$ cat config.mk
export PLATFORM = sky130hd
export DESIGN_NAME = bounded_doubly_linked_list_flat
export DESIGN_NICKNAME = d
export VERILOG_FILES = /design/src/design/bdll_pkg.sv /design/src/design/bdll_if.sv /design/src/design/bounded_doubly_linked_list.sv /design/src/design/bdll_ctrl.sv /design/src/design/bdll_dp.sv /design/src/flat_wrapper.sv
export SDC_FILE = /design/constraint.sdc
export NUM_CORES = 2
export LEC_CHECK = 0
export BUFFER_PORTS_ARGS = -buffer_cell sky130_fd_sc_hd__buf_2
export CORE_MARGIN = 2
export CORE_UTILIZATION = 30
export DETAILED_ROUTE_END_ITERATION = 8
export PLACE_DENSITY_LB_ADDON = 0.1
export SYNTH_ARGS = -nofsm -noshare
export SYNTH_HDL_FRONTEND = slang
export SYNTH_HIERARCHICAL = 1
export SYNTH_SLANG_ARGS = --single-unit
$ cat constraint.sdc
create_clock -name clk_i -period 9.1 [get_ports clk_i]
set_clock_uncertainty 0.15 [all_clocks]
set_input_delay 0.455 -clock clk_i [delete_from_list [all_inputs] [get_ports clk_i]]
set_output_delay 0.455 -clock clk_i [all_outputs]
set_load 0.03 [all_outputs]
$ cat src/design/bdll_pkg.sv
// Package for the bounded doubly linked list.
// Holds command and status codes, controller states and the ctl/datapath structs.
package bdll_pkg;

  localparam int unsigned DefCapacity = 32;
  localparam int unsigned ValueW = 32;
  localparam int unsigned CmdW = 3;
  localparam int unsigned PosW = 7;
  localparam int unsigned CntW = 7;
  localparam int unsigned StatusW = 2;

  typedef enum logic [CmdW-1:0] {
    CMD_PUSH_FRONT = 3'd0,
    CMD_PUSH_BACK  = 3'd1,
    CMD_INSERT_AT  = 3'd2,
    CMD_REMOVE_AT  = 3'd3,
    CMD_POP_FRONT  = 3'd4,
    CMD_POP_BACK   = 3'd5,
    CMD_READ_OUT   = 3'd6,
    CMD_UNUSED     = 3'd7
  } cmd_e;

  typedef enum logic [StatusW-1:0] {
    ST_OK        = 2'd0,
    ST_EMPTY     = 2'd1,
    ST_RANGE     = 2'd2,
    ST_FULL      = 2'd3
  } status_e;

  typedef enum logic [3:0] {
    S_IDLE,
    S_DECODE,
    S_WALK,
    S_WALK_WAIT,
    S_RD_PREV,
    S_RD_WAIT,
    S_LINK1,
    S_LINK2,
    S_DROP_END,
    S_DROP_WAIT,
    S_DROP_FIN,
    S_EMIT,
    S_READ_REQ,
    S_READ_WAIT,
    S_READ_EMIT
  } state_e;

  // Operation the datapath carries out for one command step.
  typedef enum logic [3:0] {
    OP_NONE,
    OP_LATCH,
    OP_ADD_FRONT,
    OP_ADD_BACK,
    OP_WALK_START,
    OP_WALK_STEP,
    OP_RD_NODE,
    OP_MID_LINK1,
    OP_MID_LINK2,
    OP_DROP_RD,
    OP_DROP_FRONT,
    OP_DROP_BACK,
    OP_DROP_MID,
    OP_READ_RD,
    OP_READ_ADV
  } op_e;

  typedef struct packed {
    op_e     op;
    logic    emit;
    status_e status;
    logic    last;
    logic    use_elem;
  } dp_cmd_t;

  typedef struct packed {
    cmd_e cmd;
    logic empty;
    logic full;
    logic pos_gt_cnt;
    logic pos_ge_cnt;
    logic pos_zero;
    logic pos_eq_cnt;
    logic pos_eq_last;
    logic walk_done;
    logic read_last;
    logic out_busy;
  } dp_stat_t;

endpackage

$ cat src/design/bdll_if.sv
// Valid/ready channel interfaces for the list block.
// Depends on bdll_pkg for field widths.
interface bdll_in_if;
  logic                        valid;
  logic                        ready;
  logic [bdll_pkg::CmdW-1:0]   cmd;
  logic signed [bdll_pkg::ValueW-1:0] item_value;
  logic [bdll_pkg::PosW-1:0]   position;
  modport source (output valid, cmd, item_value, position, input ready);
  modport sink   (input valid, cmd, item_value, position, output ready);
endinterface

interface bdll_out_if;
  logic                          valid;
  logic                          ready;
  logic [bdll_pkg::StatusW-1:0]  status;
  logic signed [bdll_pkg::ValueW-1:0] element;
  logic [bdll_pkg::CntW-1:0]     count;
  logic                          last;
  modport source (output valid, status, element, count, last, input ready);
  modport sink   (input valid, status, element, count, last, output ready);
endinterface

$ cat src/design/bounded_doubly_linked_list.sv
// Top level of the bounded doubly linked list (deque) block.
// Depends on bdll_pkg, bdll_if, bdll_ctrl and bdll_dp.
//
//   channel   dir   fields
//   in_if     in    cmd, item_value, position
//   out_if    out   status, element, count, last
//
// Push and error commands are answered from the decode state; pops read the
// end node and then unlink it. Remove at and insert at walk the links
// through the single node memory read port (one read plus one wait per node).
// Read out reads, waits for and emits each value. Reset clears head, tail, count and
// the free map at once. A stalled output holds the sequencer at the next result.
module bounded_doubly_linked_list #(
  parameter int unsigned CAPACITY = bdll_pkg::DefCapacity
) (
  input logic      clk_i,
  input logic      rst_ni,
  bdll_in_if.sink  in_if,
  bdll_out_if.source out_if
);
  import bdll_pkg::*;

  dp_cmd_t  dp_cmd;
  dp_stat_t dp_stat;

  bdll_ctrl u_ctrl (
    .clk_i      (clk_i),
    .rst_ni     (rst_ni),
    .in_valid_i (in_if.valid),
    .in_ready_o (in_if.ready),
    .stat_i     (dp_stat),
    .cmd_o      (dp_cmd)
  );

  bdll_dp #(.Capacity(CAPACITY)) u_dp (
    .clk_i         (clk_i),
    .rst_ni        (rst_ni),
    .in_cmd_i      (in_if.cmd),
    .in_value_i    (in_if.item_value),
    .in_pos_i      (in_if.position),
    .cmd_i         (dp_cmd),
    .stat_o        (dp_stat),
    .out_valid_o   (out_if.valid),
    .out_ready_i   (out_if.ready),
    .out_status_o  (out_if.status),
    .out_element_o (out_if.element),
    .out_count_o   (out_if.count),
    .out_last_o    (out_if.last)
  );

endmodule

$ cat src/design/bdll_ctrl.sv
// Command sequencer of the list block.
// Depends on bdll_pkg; drives the datapath through dp_cmd_t.
module bdll_ctrl (
  input  logic               clk_i,
  input  logic               rst_ni,
  input  logic               in_valid_i,
  output logic               in_ready_o,
  input  bdll_pkg::dp_stat_t stat_i,
  output bdll_pkg::dp_cmd_t  cmd_o
);
  import bdll_pkg::*;

  state_e state_q, state_d;
  logic   mid_q, mid_d;  // walk serves an insert (0) or a remove (1)

  always_ff @(posedge clk_i or negedge rst_ni) begin
    if (!rst_ni) begin
      state_q <= S_IDLE;
      mid_q   <= 1'b0;
    end else begin
      state_q <= state_d;
      mid_q   <= mid_d;
    end
  end

  always_comb begin
    state_d      = state_q;
    mid_d        = mid_q;
    in_ready_o   = 1'b0;
    cmd_o        = '0;
    cmd_o.op     = OP_NONE;
    cmd_o.status = ST_OK;
    cmd_o.last   = 1'b1;
    case (state_q)
      S_IDLE: begin
        in_ready_o = 1'b1;
        if (in_valid_i) begin
          cmd_o.op = OP_LATCH;
          state_d  = S_DECODE;
        end
      end
      S_DECODE: begin
        if (!stat_i.out_busy) begin
          state_d    = S_IDLE;
          cmd_o.emit = 1'b1;
          case (stat_i.cmd)
            CMD_PUSH_FRONT, CMD_PUSH_BACK: begin
              if (stat_i.full) cmd_o.status = ST_FULL;
              else cmd_o.op = (stat_i.cmd == CMD_PUSH_FRONT) ? OP_ADD_FRONT : OP_ADD_BACK;
            end
            CMD_INSERT_AT: begin
              if (stat_i.empty) cmd_o.status = ST_EMPTY;
              else if (stat_i.pos_gt_cnt) cmd_o.status = ST_RANGE;
              else if (stat_i.full) cmd_o.status = ST_FULL;
              else if (stat_i.pos_zero) cmd_o.op = OP_ADD_FRONT;
              else if (stat_i.pos_eq_cnt) cmd_o.op = OP_ADD_BACK;
              else begin
                cmd_o.emit = 1'b0;
                cmd_o.op   = OP_WALK_START;
                mid_d      = 1'b0;
                state_d    = S_WALK;
              end
            end
            CMD_REMOVE_AT: begin
              if (stat_i.empty) cmd_o.status = ST_EMPTY;
              else if (stat_i.pos_ge_cnt) cmd_o.status = ST_RANGE;
              else begin
                cmd_o.emit = 1'b0;
                cmd_o.op   = OP_WALK_START;
                mid_d      = 1'b1;
                state_d    = S_WALK;
              end
            end
            CMD_POP_FRONT, CMD_POP_BACK: begin
              if (stat_i.empty) cmd_o.status = ST_EMPTY;
              else begin
                cmd_o.emit = 1'b0;
                cmd_o.op   = OP_DROP_RD;
                state_d    = S_DROP_WAIT;
              end
            end
            CMD_READ_OUT: begin
              if (stat_i.empty) cmd_o.status = ST_EMPTY;
              else begin
                cmd_o.emit = 1'b0;
                cmd_o.op   = OP_WALK_START;
                state_d    = S_READ_REQ;
              end
            end
            default: ;
          endcase
        end
      end
      S_WALK: begin
        if (stat_i.walk_done) begin
          cmd_o.op = OP_RD_NODE;
          state_d  = S_RD_WAIT;
        end else begin
          cmd_o.op = OP_WALK_STEP;
          state_d  = S_WALK_WAIT;
        end
      end
      S_WALK_WAIT: state_d = S_WALK;
      S_RD_WAIT:   state_d = S_LINK1;
      S_LINK1: begin
        if (mid_q) begin
          if (!stat_i.out_busy) begin
            cmd_o.op       = OP_DROP_MID;
            cmd_o.emit     = 1'b1;
            cmd_o.use_elem = 1'b1;
            state_d        = S_IDLE;
          end
        end else begin
          cmd_o.op = OP_MID_LINK1;
          state_d  = S_LINK2;
        end
      end
      S_LINK2: begin
        if (!stat_i.out_busy) begin
          cmd_o.op   = OP_MID_LINK2;
          cmd_o.emit = 1'b1;
          state_d    = S_IDLE;
        end
      end
      S_DROP_WAIT: state_d = S_DROP_FIN;
      S_DROP_FIN: begin
        if (!stat_i.out_busy) begin
          cmd_o.op       = (stat_i.cmd == CMD_POP_BACK) ? OP_DROP_BACK : OP_DROP_FRONT;
          cmd_o.emit     = 1'b1;
          cmd_o.use_elem = 1'b1;
          state_d        = S_IDLE;
        end
      end
      S_READ_REQ: begin
        cmd_o.op = OP_READ_RD;
        state_d  = S_READ_WAIT;
      end
      S_READ_WAIT: state_d = S_READ_EMIT;
      S_READ_EMIT: begin
        if (!stat_i.out_busy) begin
          cmd_o.op       = OP_READ_ADV;
          cmd_o.emit     = 1'b1;
          cmd_o.use_elem = 1'b1;
          cmd_o.last     = stat_i.read_last;
          state_d        = stat_i.read_last ? S_IDLE : S_READ_REQ;
        end
      end
      default: state_d = S_IDLE;
    endcase
  end

endmodule

$ cat src/design/bdll_dp.sv
// Datapath of the list block: node pool memories, head, tail, count, free map.
// Depends on bdll_pkg; steered by bdll_ctrl through dp_cmd_t.
module bdll_dp #(
  parameter int unsigned Capacity = bdll_pkg::DefCapacity
) (
  input  logic                              clk_i,
  input  logic                              rst_ni,
  input  logic [bdll_pkg::CmdW-1:0]         in_cmd_i,
  input  logic signed [bdll_pkg::ValueW-1:0] in_value_i,
  input  logic [bdll_pkg::PosW-1:0]         in_pos_i,
  input  bdll_pkg::dp_cmd_t                 cmd_i,
  output bdll_pkg::dp_stat_t                stat_o,
  output logic                              out_valid_o,
  input  logic                              out_ready_i,
  output logic [bdll_pkg::StatusW-1:0]      out_status_o,
  output logic signed [bdll_pkg::ValueW-1:0] out_element_o,
  output logic [bdll_pkg::CntW-1:0]         out_count_o,
  output logic                              out_last_o
);
  import bdll_pkg::*;

  localparam int unsigned IdxW = (Capacity > 1) ? $clog2(Capacity) : 1;

  logic signed [ValueW-1:0] val_mem [Capacity];
  logic [IdxW-1:0]          nxt_mem [Capacity];
  logic [IdxW-1:0]          prv_mem [Capacity];

  logic [Capacity-1:0] free_q, free_d;
  logic [IdxW-1:0]     head_q, head_d, tail_q, tail_d;
  logic [CntW-1:0]     cnt_q, cnt_d;
  cmd_e                cmd_q;
  logic signed [ValueW-1:0] val_q;
  logic [PosW-1:0]     pos_q;
  logic [IdxW-1:0]     cur_q, cur_d;     // walk pointer
  logic [CntW-1:0]     step_q, step_d;   // walk/read index
  logic [IdxW-1:0]     pr_q;             // prev of the node at the index
  logic [IdxW-1:0]     new_q;            // node taken for a middle insert

  // read port results
  logic signed [ValueW-1:0] rd_val_q;
  logic [IdxW-1:0]          rd_nxt_q, rd_prv_q;
  logic [IdxW-1:0]          rd_addr;
  logic                     rd_en;

  // value write port and two link write ports (next, prev), used together in one step
  logic                     wv_en;
  logic [IdxW-1:0]          wv_addr;
  logic                     wn_en, wp_en;
  logic [IdxW-1:0]          wn_addr, wn_data, wp_addr, wp_data;

  logic                     ov_q;
  logic [StatusW-1:0]       os_q;
  logic signed [ValueW-1:0] oe_q;
  logic [CntW-1:0]          oc_q;
  logic                     ol_q;

  logic [IdxW-1:0] low_free;
  always_comb begin
    low_free = '0;
    for (int i = Capacity - 1; i >= 0; i--) begin
      if (free_q[i]) low_free = IdxW'(i);
    end
  end

  always_comb begin
    stat_o.cmd         = cmd_q;
    stat_o.empty       = (cnt_q == '0);
    stat_o.full        = (cnt_q >= CntW'(Capacity));
    stat_o.pos_gt_cnt  = (pos_q > cnt_q);
    stat_o.pos_ge_cnt  = (pos_q >= cnt_q);
    stat_o.pos_zero    = (pos_q == '0);
    stat_o.pos_eq_cnt  = (pos_q == cnt_q);
    stat_o.pos_eq_last = (pos_q == cnt_q - CntW'(1));
    stat_o.walk_done   = (step_q == pos_q);
    stat_o.read_last   = (step_q + CntW'(1) == cnt_q);
    stat_o.out_busy    = ov_q && !out_ready_i;
  end

  always_comb begin
    free_d  = free_q;
    head_d  = head_q;
    tail_d  = tail_q;
    cnt_d   = cnt_q;
    cur_d   = cur_q;
    step_d  = step_q;
    rd_en   = 1'b0;
    rd_addr = cur_q;
    wv_en   = 1'b0;
    wv_addr = low_free;
    wn_en   = 1'b0; wn_addr = '0; wn_data = '0;
    wp_en   = 1'b0; wp_addr = '0; wp_data = '0;
    case (cmd_i.op)
      OP_ADD_FRONT: begin
        wv_en = 1'b1;
        free_d[low_free] = 1'b0;
        cnt_d = cnt_q + CntW'(1);
        head_d = low_free;
        if (cnt_q == '0) tail_d = low_free;
        else begin
          wn_en = 1'b1; wn_addr = low_free; wn_data = head_q;
          wp_en = 1'b1; wp_addr = head_q;   wp_data = low_free;
        end
      end
      OP_ADD_BACK: begin
        wv_en = 1'b1;
        free_d[low_free] = 1'b0;
        cnt_d = cnt_q + CntW'(1);
        tail_d = low_free;
        if (cnt_q == '0) head_d = low_free;
        else begin
          wp_en = 1'b1; wp_addr = low_free; wp_data = tail_q;
          wn_en = 1'b1; wn_addr = tail_q;   wn_data = low_free;
        end
      end
      OP_WALK_START: begin
        cur_d  = head_q;
        step_d = '0;
      end
      OP_WALK_STEP: begin
        rd_en  = 1'b1;
        step_d = step_q + CntW'(1);
      end
      OP_RD_NODE: rd_en = 1'b1;
      OP_MID_LINK1: begin
        wv_en = 1'b1;
        free_d[low_free] = 1'b0;
        cnt_d = cnt_q + CntW'(1);
        wn_en = 1'b1; wn_addr = low_free; wn_data = cur_q;
        wp_en = 1'b1; wp_addr = low_free; wp_data = rd_prv_q;
      end
      OP_MID_LINK2: begin
        wn_en = 1'b1; wn_addr = pr_q;  wn_data = new_q;
        wp_en = 1'b1; wp_addr = cur_q; wp_data = new_q;
      end
      OP_DROP_RD: begin
        rd_en   = 1'b1;
        rd_addr = (cmd_q == CMD_POP_BACK) ? tail_q : head_q;
      end
      OP_DROP_FRONT, OP_DROP_BACK, OP_DROP_MID: begin
        cnt_d = cnt_q - CntW'(1);
        if (cmd_i.op == OP_DROP_FRONT) begin
          free_d[head_q] = 1'b1;
          head_d = (cnt_q <= CntW'(1)) ? '0 : rd_nxt_q;
          if (cnt_q <= CntW'(1)) tail_d = '0;
        end else if (cmd_i.op == OP_DROP_BACK) begin
          free_d[tail_q] = 1'b1;
          tail_d = (cnt_q <= CntW'(1)) ? '0 : rd_prv_q;
          if (cnt_q <= CntW'(1)) head_d = '0;
        end else begin
          free_d[cur_q] = 1'b1;
          if (pos_q == '0) begin
            head_d = (cnt_q <= CntW'(1)) ? '0 : rd_nxt_q;
            if (cnt_q <= CntW'(1)) tail_d = '0;
          end else if (pos_q == cnt_q - CntW'(1)) begin
            tail_d = rd_prv_q;
          end else begin
            wn_en = 1'b1; wn_addr = rd_prv_q; wn_data = rd_nxt_q;
            wp_en = 1'b1; wp_addr = rd_nxt_q; wp_data = rd_prv_q;
          end
        end
      end
      OP_READ_RD: rd_en = 1'b1;
      OP_READ_ADV: begin
        cur_d  = rd_nxt_q;
        step_d = step_q + CntW'(1);
      end
      default: ;
    endcase
  end

  always_ff @(posedge clk_i) begin
    if (wv_en) val_mem[wv_addr] <= (cmd_i.op == OP_MID_LINK1) ? val_q : val_q;
    if (wn_en) nxt_mem[wn_addr] <= wn_data;
    if (wp_en) prv_mem[wp_addr] <= wp_data;
    if (rd_en) begin
      rd_val_q <= val_mem[rd_addr];
      rd_nxt_q <= nxt_mem[rd_addr];
      rd_prv_q <= prv_mem[rd_addr];
    end
  end

  // walk pointer follows the link just read
  logic walk_adv_q;
  always_ff @(posedge clk_i or negedge rst_ni) begin
    if (!rst_ni) begin
      free_q     <= '1;
      head_q     <= '0;
      tail_q     <= '0;
      cnt_q      <= '0;
      cur_q      <= '0;
      step_q     <= '0;
      walk_adv_q <= 1'b0;
      ov_q       <= 1'b0;
    end else begin
      free_q     <= free_d;
      head_q     <= head_d;
      tail_q     <= tail_d;
      cnt_q      <= cnt_d;
      step_q     <= step_d;
      walk_adv_q <= (cmd_i.op == OP_WALK_STEP);
      cur_q      <= walk_adv_q ? rd_nxt_q : cur_d;
      if (cmd_i.emit) ov_q <= 1'b1;
      else if (out_ready_i) ov_q <= 1'b0;
    end
  end

  always_ff @(posedge clk_i) begin
    if (cmd_i.op == OP_LATCH) begin
      cmd_q <= cmd_e'(in_cmd_i);
      val_q <= in_value_i;
      pos_q <= in_pos_i;
    end
    if (cmd_i.op == OP_MID_LINK1) begin
      pr_q  <= rd_prv_q;
      new_q <= low_free;
    end
    if (cmd_i.emit) begin
      os_q <= cmd_i.status;
      oe_q <= cmd_i.use_elem ? rd_val_q : '0;
      oc_q <= cnt_d;
      ol_q <= cmd_i.last;
    end
  end

  assign out_valid_o   = ov_q;
  assign out_status_o  = os_q;
  assign out_element_o = oe_q;
  assign out_count_o   = oc_q;
  assign out_last_o    = ol_q;

endmodule

$ cat src/flat_wrapper.sv
// flat-port wrapper written by rule: the top's interface ports become plain ports
module bounded_doubly_linked_list_flat import bdll_pkg::*;
#(
  parameter int unsigned CAPACITY = bdll_pkg::DefCapacity
)
  (clk_i, rst_ni, in_if_valid, in_if_cmd, in_if_item_value, in_if_position, in_if_ready, out_if_valid, out_if_status, out_if_element, out_if_count, out_if_last, out_if_ready);
  bdll_in_if in_if_i ();
  bdll_out_if out_if_i ();
  input logic clk_i;
  input logic rst_ni;
  input wire logic [$bits(in_if_i.valid)-1:0] in_if_valid;
  input wire logic [$bits(in_if_i.cmd)-1:0] in_if_cmd;
  input wire logic [$bits(in_if_i.item_value)-1:0] in_if_item_value;
  input wire logic [$bits(in_if_i.position)-1:0] in_if_position;
  output wire logic [$bits(in_if_i.ready)-1:0] in_if_ready;
  output wire logic [$bits(out_if_i.valid)-1:0] out_if_valid;
  output wire logic [$bits(out_if_i.status)-1:0] out_if_status;
  output wire logic [$bits(out_if_i.element)-1:0] out_if_element;
  output wire logic [$bits(out_if_i.count)-1:0] out_if_count;
  output wire logic [$bits(out_if_i.last)-1:0] out_if_last;
  input wire logic [$bits(out_if_i.ready)-1:0] out_if_ready;
  assign in_if_i.valid = in_if_valid;
  assign in_if_i.cmd = in_if_cmd;
  assign in_if_i.item_value = in_if_item_value;
  assign in_if_i.position = in_if_position;
  assign in_if_ready = in_if_i.ready;
  assign out_if_valid = out_if_i.valid;
  assign out_if_status = out_if_i.status;
  assign out_if_element = out_if_i.element;
  assign out_if_count = out_if_i.count;
  assign out_if_last = out_if_i.last;
  assign out_if_i.ready = out_if_ready;
  bounded_doubly_linked_list #(.CAPACITY(CAPACITY)) u_core (.clk_i(clk_i), .rst_ni(rst_ni), .in_if(in_if_i), .out_if(out_if_i));
endmodule
* Word level (Yosys, flattened, before mapping)
Memory sizes are Yosys's and may differ from the RTL's. A register that Yosys moved wholly into a read port is not among the register bits. Index checks and enable logic that the tools add are counted.
Cells by class: $mul 0, mux-type cells 157, add/sub/neg operators 3, $lt $le $gt $ge 12, bitwise operators 8, shift-type cells 0, eq/ne operators 50, reduce and logical (&&, ||, !) cells 32, divide/modulo/power cells 0
Operators with widths (count):
- $mux 5 | 66
- $pmux 5 s5 | 4
- $or 32x32->32 | 3
- $mux 32 | 2
- $pmux 32 s2 | 1
- $eq 4x4->1 const B | 12
- $mux 4 | 12
- $pmux 4 s11 | 1
- $mux 1 | 35
- $and 32x32->32 | 1
- $not 32->32 | 1
- $pmux 4 s8 | 1
- $pmux 5 s3 | 2
- $eq 4x3->1 const B | 7
- $eq 7x7->1 | 4
- $mux 2 | 14
- $pmux 7 s2 | 2
- $lt 5x6->1 const B | 4
- $demux 1 s5 | 4
- $ge 5x1->1 const B | 4
- $ne 2x2->1 const B | 10
- $pmux 4 s5 | 1
- $eq 4x2->1 const B | 4
- $pmux 4 s4 | 1
- 36 further kinds | 66
Word-level totals: flip-flop bits (word level) 162, bits of input ports 46, bits in read-only memories 0, memories 3, word-level logic and storage cells 284, latch bits 0, RAM bits 1344
Memories:
- u_core.u_dp.val_mem | depth 32, bits a word 32, read ports 1, clocked after memory_dff 1, write ports 1, line bdll_dp.sv:24 | logic signed [ValueW-1:0] val_mem [Capacity];
- u_core.u_dp.nxt_mem | depth 32, bits a word 5, read ports 1, clocked after memory_dff 1, write ports 1, line bdll_dp.sv:25 | logic [IdxW-1:0] nxt_mem [Capacity];
- u_core.u_dp.prv_mem | depth 32, bits a word 5, read ports 1, clocked after memory_dff 1, write ports 1, line bdll_dp.sv:26 | logic [IdxW-1:0] prv_mem [Capacity];

* Depth between registers and ports, before layout
depth after elaboration 39, mapped depth 25

* Cells and area by module
Netlist, hierarchy kept.
By module, submodules not included:
- bdll_dp | sequential area each 46059.2 um2, cells an instance 4278, instances 1, area each 62296.0 um2
- bdll_ctrl | sequential area each 125.1 um2, cells an instance 124, instances 1, area each 859.6 um2

* Worst setup path before layout
Ideal clock, no wire load.
path kind register to register, start point register u_core.u_dp.cnt_q[1], end point memory u_core.u_dp.val_mem[26][0], enable pin, arrival time 6291 ps, buffers on the path 3, period minus slack after synthesis 6902 ps, data required time 8489 ps, setup slack 2198 ps, cell stages (with the launch flop) 21, cell sequence dfrtp_1 -> inv_1 -> ha_1 -> nor2b_1 -> o21a_1 -> o21a_1 -> o21a_1 -> o21a_1 -> o21ai_0 -> a21oi_1 -> or3_1 -> o31ai_1 -> o2111ai_1 -> o31ai_1 -> clkbuf_1 -> nand2b_1 -> o21ai_1 -> nand2b_1 -> clkbuf_1 -> clkbuf_1 -> nor3_1
RTL lines:
- start, declared | line bdll_dp.sv:30 | logic [CntW-1:0] cnt_q, cnt_d;
- start signal, assigned | line bdll_dp.sv:198 | cnt_q <= cnt_d;
- end, declared | line bdll_dp.sv:24

==> summary.md <==
| Metric | Value |
|---|---|
| Top Ports | `90` |
| Critical Path Source | `u_core/u_dp/cnt_q[1]` |
| Post-CTS sizing | `0` |
| Core ar. | `~0.21 mm^2` |
| Site Rows | `about 170` |
| Most common cell on crit path | `o21a_1` |
| Register area share after synthesis | `73.1%` |
| PD cells | `~340 mW/mm^2` |
| Worst skew pair latency | `approximately 820 ps` |
| Final wirelength | `205,000 um` |
| Seq pwr share | `between 40% and 50%` |
| Total GRT Usage | `between 10% and 20%` |
| Vias | `38,700` |
| Area of the die | `0.214 mm^2` |
| Max Cap Viol | `0` |
| Commonest non-fill, non-tap cell in the layout | `edfxtp_1` |
| Grt ovf | `0` |
| Yosys reg bits | `about 1,500` |
| Worst r2r src | `u_core/u_dp/cnt_q[1]` |
| Share of layout cells above drive strength 1 | `between 10 and 15%` |
| Detailed Route Iter0 Violations | `~3,800` |
| Vias per inst | `between 5 and 6` |
| Nets | `roughly 4,600` |
| CP endpoint | `u_core/u_dp/rd_val_q[17]` |
| Layout Cells excl Fill | `approximately 7,500` |
| Clk sink count | `approximately 1,500` |
| Comb power frac | `approximately 31%` |
| Synth area leaders | `edfxtp_1 70%, mux2i_1 6.8%, nand2_1 3.9%` |
| Clock H-tree levels | `4` |
| Antenna-violating nets left | `0` |
| IO buf count | `89` |
| Area leader, netlist | `edfxtp_1` |
| Routed length per instance | `roughly 27 um` |
| Root Buffer | `clkbuf_16` |
| Leakage | `24.8 nW` |
| Synth Warn # | `6` |
| Reg-to-reg endpoint | `u_core/u_dp/rd_val_q[17]` |
| 1st-pass router iterations | `7` |
| Final hold violations | `0` |
| Largest net degree at the start of global routing | `~110` |
| CTS Buf Count | `roughly 180` |
| Hold WS | `around 200 ps` |
| Chip width | `463 um` |
| RSZ-0062 raised after global routing | `false` |
| Commonest cells after routing, fill and taps aside | `1,480 x edfxtp_1, 659 x nand2_1, 427 x mux2i_1` |
| Die height | `463 um` |
| Worst EP required | `9470 ps` |
| Hold Crit Class | `in -> reg` |
| Clk pin slew, worst setup/hold paths | `approximately 60 ps` |
| Remaining DRCs | `0` |
| CP cell instances | `inv_1 > ha_1 > nor2b_1 > o21a_1 > o21a_1 > o21a_1 > o21a_1 > o21ai_0 > a21oi_1 > or3_1 > o31ai_1 > o2111ai_1 > o31ai_1 > buf_4 > nor4bb_2 > buf_4 > o211ai_1 > and2_4 > buf_12 > buf_4 > mux2i_1 > o22ai_1 > nor4_1 > a22oi_1` |
| Synth top area share | `roughly 70%` |
| Clk buf depth | `3` |
| Initial core utilization | `30.2%` |
| Crit path launch type | `flop` |
| Area grow syn2layout | `16.7%` |
| Max_slew headroom | `14.8%` |
| Post-synthesis async set-or-reset flop share | `roughly 4.4%` |
| Mapped Area | `~0.063 mm^2` |
| Initial antenna violation count | `6` |
| First-pass GRT wire length | `a little under 300,000 um` |
| Sw Pwr | `between 0.009 and 0.01 W` |
| Max IR drop VDD | `about 0.30 mV` |
| Pre-CTS setup slack | `~2300 ps` |
| Synth Flop Type | `edfxtp_1` |
| Max-slew violations | `0` |
| Fin crit period | `between 6000 and 7000 ps` |
| Critical path class | `reg -> reg` |
| Final period util | `76.1%` |
| R2R setup slack | `between 2000 and 2500 ps` |
| Number of synthesized flops with an enable pin | `between 1,000 and 1,500` |
| Mapped Cells | `about 4,400` |
| Netlist cell types | `88` |
| Hpwl dp | `120,000 um` |
| CTS tree | `built` |
| Outcome | `finished, final reports clean` |
| CP arrival | `between 7000 and 8000 ps` |
| FF-to-FF path depth | `24` |
| Syn Nets | `approximately 4,500` |
| Pint | `between 0.015 and 0.02 W` |
| Clock power share | `between 20% and 30%` |
| Worst slew pin tran | `between 1000 and 1500 ps` |
| Finish-stage setup viols | `0` |
| Switching Fraction | `~37%` |
| Average cell area after synthesis | `14.3 um^2` |
| Final setup margin | `around 2200 ps` |
| Dpl cells | `approximately 7,200` |
| Vias in the first global route | `roughly 39,000` |
| CP Max Fanout | `58` |
| Setup_tns | `0 ps` |
| Setup Buffers After CTS | `0` |
| Crit path max-delay cell type | `and2_4` |
| Placer Congestion | `0.820` |
| CP endpoint kind | `flop` |
| Fmax achieved | `around 0.14 GHz` |
| Max incr delay on CP | `760 ps` |
## kinds of logic (layout without fill, tap and decap cells)
family                     after synthesis  after routing  synth area share, %
DFF                                   1548           1548                 73.1
muxes                                  428            428                 6.79
other                                    0              1                    0
buffers and inverters                  319            631                 2.00
xor gates and xnor gates                34             34                0.493
and+or+nand+nor                       1362           1362                 9.99
adders and majority gates               12             12                0.238
AOI/OAI and AO/OA                      699            699                 7.37
## power by group through the flow
| stage | Sequential [W] | Clock, W | Combinational (W) |
|---|---|---|---|
| after floorplan | 0.00998 | 0 | 0.00464 |
| after global placement | 0.0103 | 0 | 0.00770 |
| after detailed placement | 0.0103 | 0 | 0.00769 |
| after CTS | 0.0102 | 0.00721 | 0.00772 |
| after global routing | 0.0103 | 0.00747 | 0.00820 |
| final | 0.0102 | 0.00702 | 0.00759 |
## timing repair
item	CTS	global route
endpoints found under the hold margin	80	0
setup endpoints to repair	0	0
hold buffers	46	0
## critical path, delay by kind of cell, from the launching register on
| kind | cells | cell delay, ps |
|---|---|---|
| AND/OR/NAND/NOR | 5 | 1660 |
| flip-flops | 1 | 440 |
| buffers and inverters | 5 | 1590 |
| AO/OA/AOI/OAI | 12 | 2040 |
| multiplexers | 1 | 290 |
| adder cells (fa/ha/maj) | 1 | 330 |
## state kept, by name, summed over array words and instances (netlist names), 2 cells and up
signal	cells
u_core/u_dp/out_status_o	2
u_core/u_dp/rd_nxt_q	5
u_core/u_dp/out_count_o	7
u_core/u_dp/pr_q	5
u_core/u_dp/pos_q	7
u_core/u_dp/tail_q	5
u_core/u_dp/nxt_mem	160
u_core/u_dp/cur_q	5
u_core/u_dp/head_q	5
u_core/u_dp/val_mem	1024
u_core/u_dp/new_q	5
u_core/u_dp/rd_prv_q	5
u_core/u_dp/cmd_q	3
u_core/u_dp/rd_val_q	32
u_core/u_dp/free_q	32
u_core/u_ctrl/state_q	4
u_core/u_dp/step_q	7
u_core/u_dp/val_q	32
u_core/u_dp/prv_mem	160
u_core/u_dp/cnt_q	7
u_core/u_dp/out_element_o	32
## routing by layer
layer	share of wire, %	vias up	track usage, %
met3	4.5	244	2.76
met5	0.0063	-	0
met1	46	20100	26.3
met2	47	1025	30.6
li1	-	17400	-
met4	2.2	2	4.83
## through the flow
stage / utilization [%] / area [um^2] / power (W)
2_1_floorplan: - / 63200 / 0.0146
3_3_place_gp: 32.3 / 67600 / 0.0180
3_5_place_dp: 32.3 / 67600 / 0.0180
4_1_cts: 35.2 / 73700 / 0.0251
5_1_grt: 35.2 / 73700 / 0.0260
6_report: 35.2 / 73700 / 0.0248
## final cells by class
class / count / area [um^2]
fillers: 20200 / 136000
flip-flops and latches: 1548 / 46200
multi-input cells: 2535 / 16100
clock buffers: 225 / 4670
well taps: 2805 / 3510
repair buffers: 274 / 2100
clock inverters: 94 / 975
inverters: 38 / 145
diodes: 1 / 2.50
## how the worst min path moves through the flow
stage                                    start               endpoint  slack [ps]  cells past startpoint
final                     in_if_item_value[24]  u_core/u_dp/val_q[24]         200                      2
after global routing      in_if_item_value[20]  u_core/u_dp/val_q[20]         150                      2
after CTS                 in_if_item_value[19]  u_core/u_dp/val_q[19]         110                      2
after detailed placement                rst_ni  u_core/u_dp/step_q[5]         210                      1
after global placement                  rst_ni  u_core/u_dp/step_q[2]         210                      1
after floorplan                         rst_ni    u_core/u_ctrl/mid_q           9                      0
## cell usage after synthesis, types with 15 or more instances
library cell	count
mux2i_1	427
buf_1	42
a21oi_1	168
nor2b_1	15
dfrtp_1	36
buf_2	19
nand3_1	235
nand2b_1	18
clkbuf_1	215
nor2_1	113
and2_1	40
xnor2_1	23
o22a_1	18
edfxtp_1	1480
a32oi_1	45
inv_1	37
o22ai_1	162
nor4_1	115
a22oi_1	84
o21ai_0	81
dfstp_2	32
nand2_1	662
nor3_1	80
No activity file was read; power rests on OpenSTA's default activity.
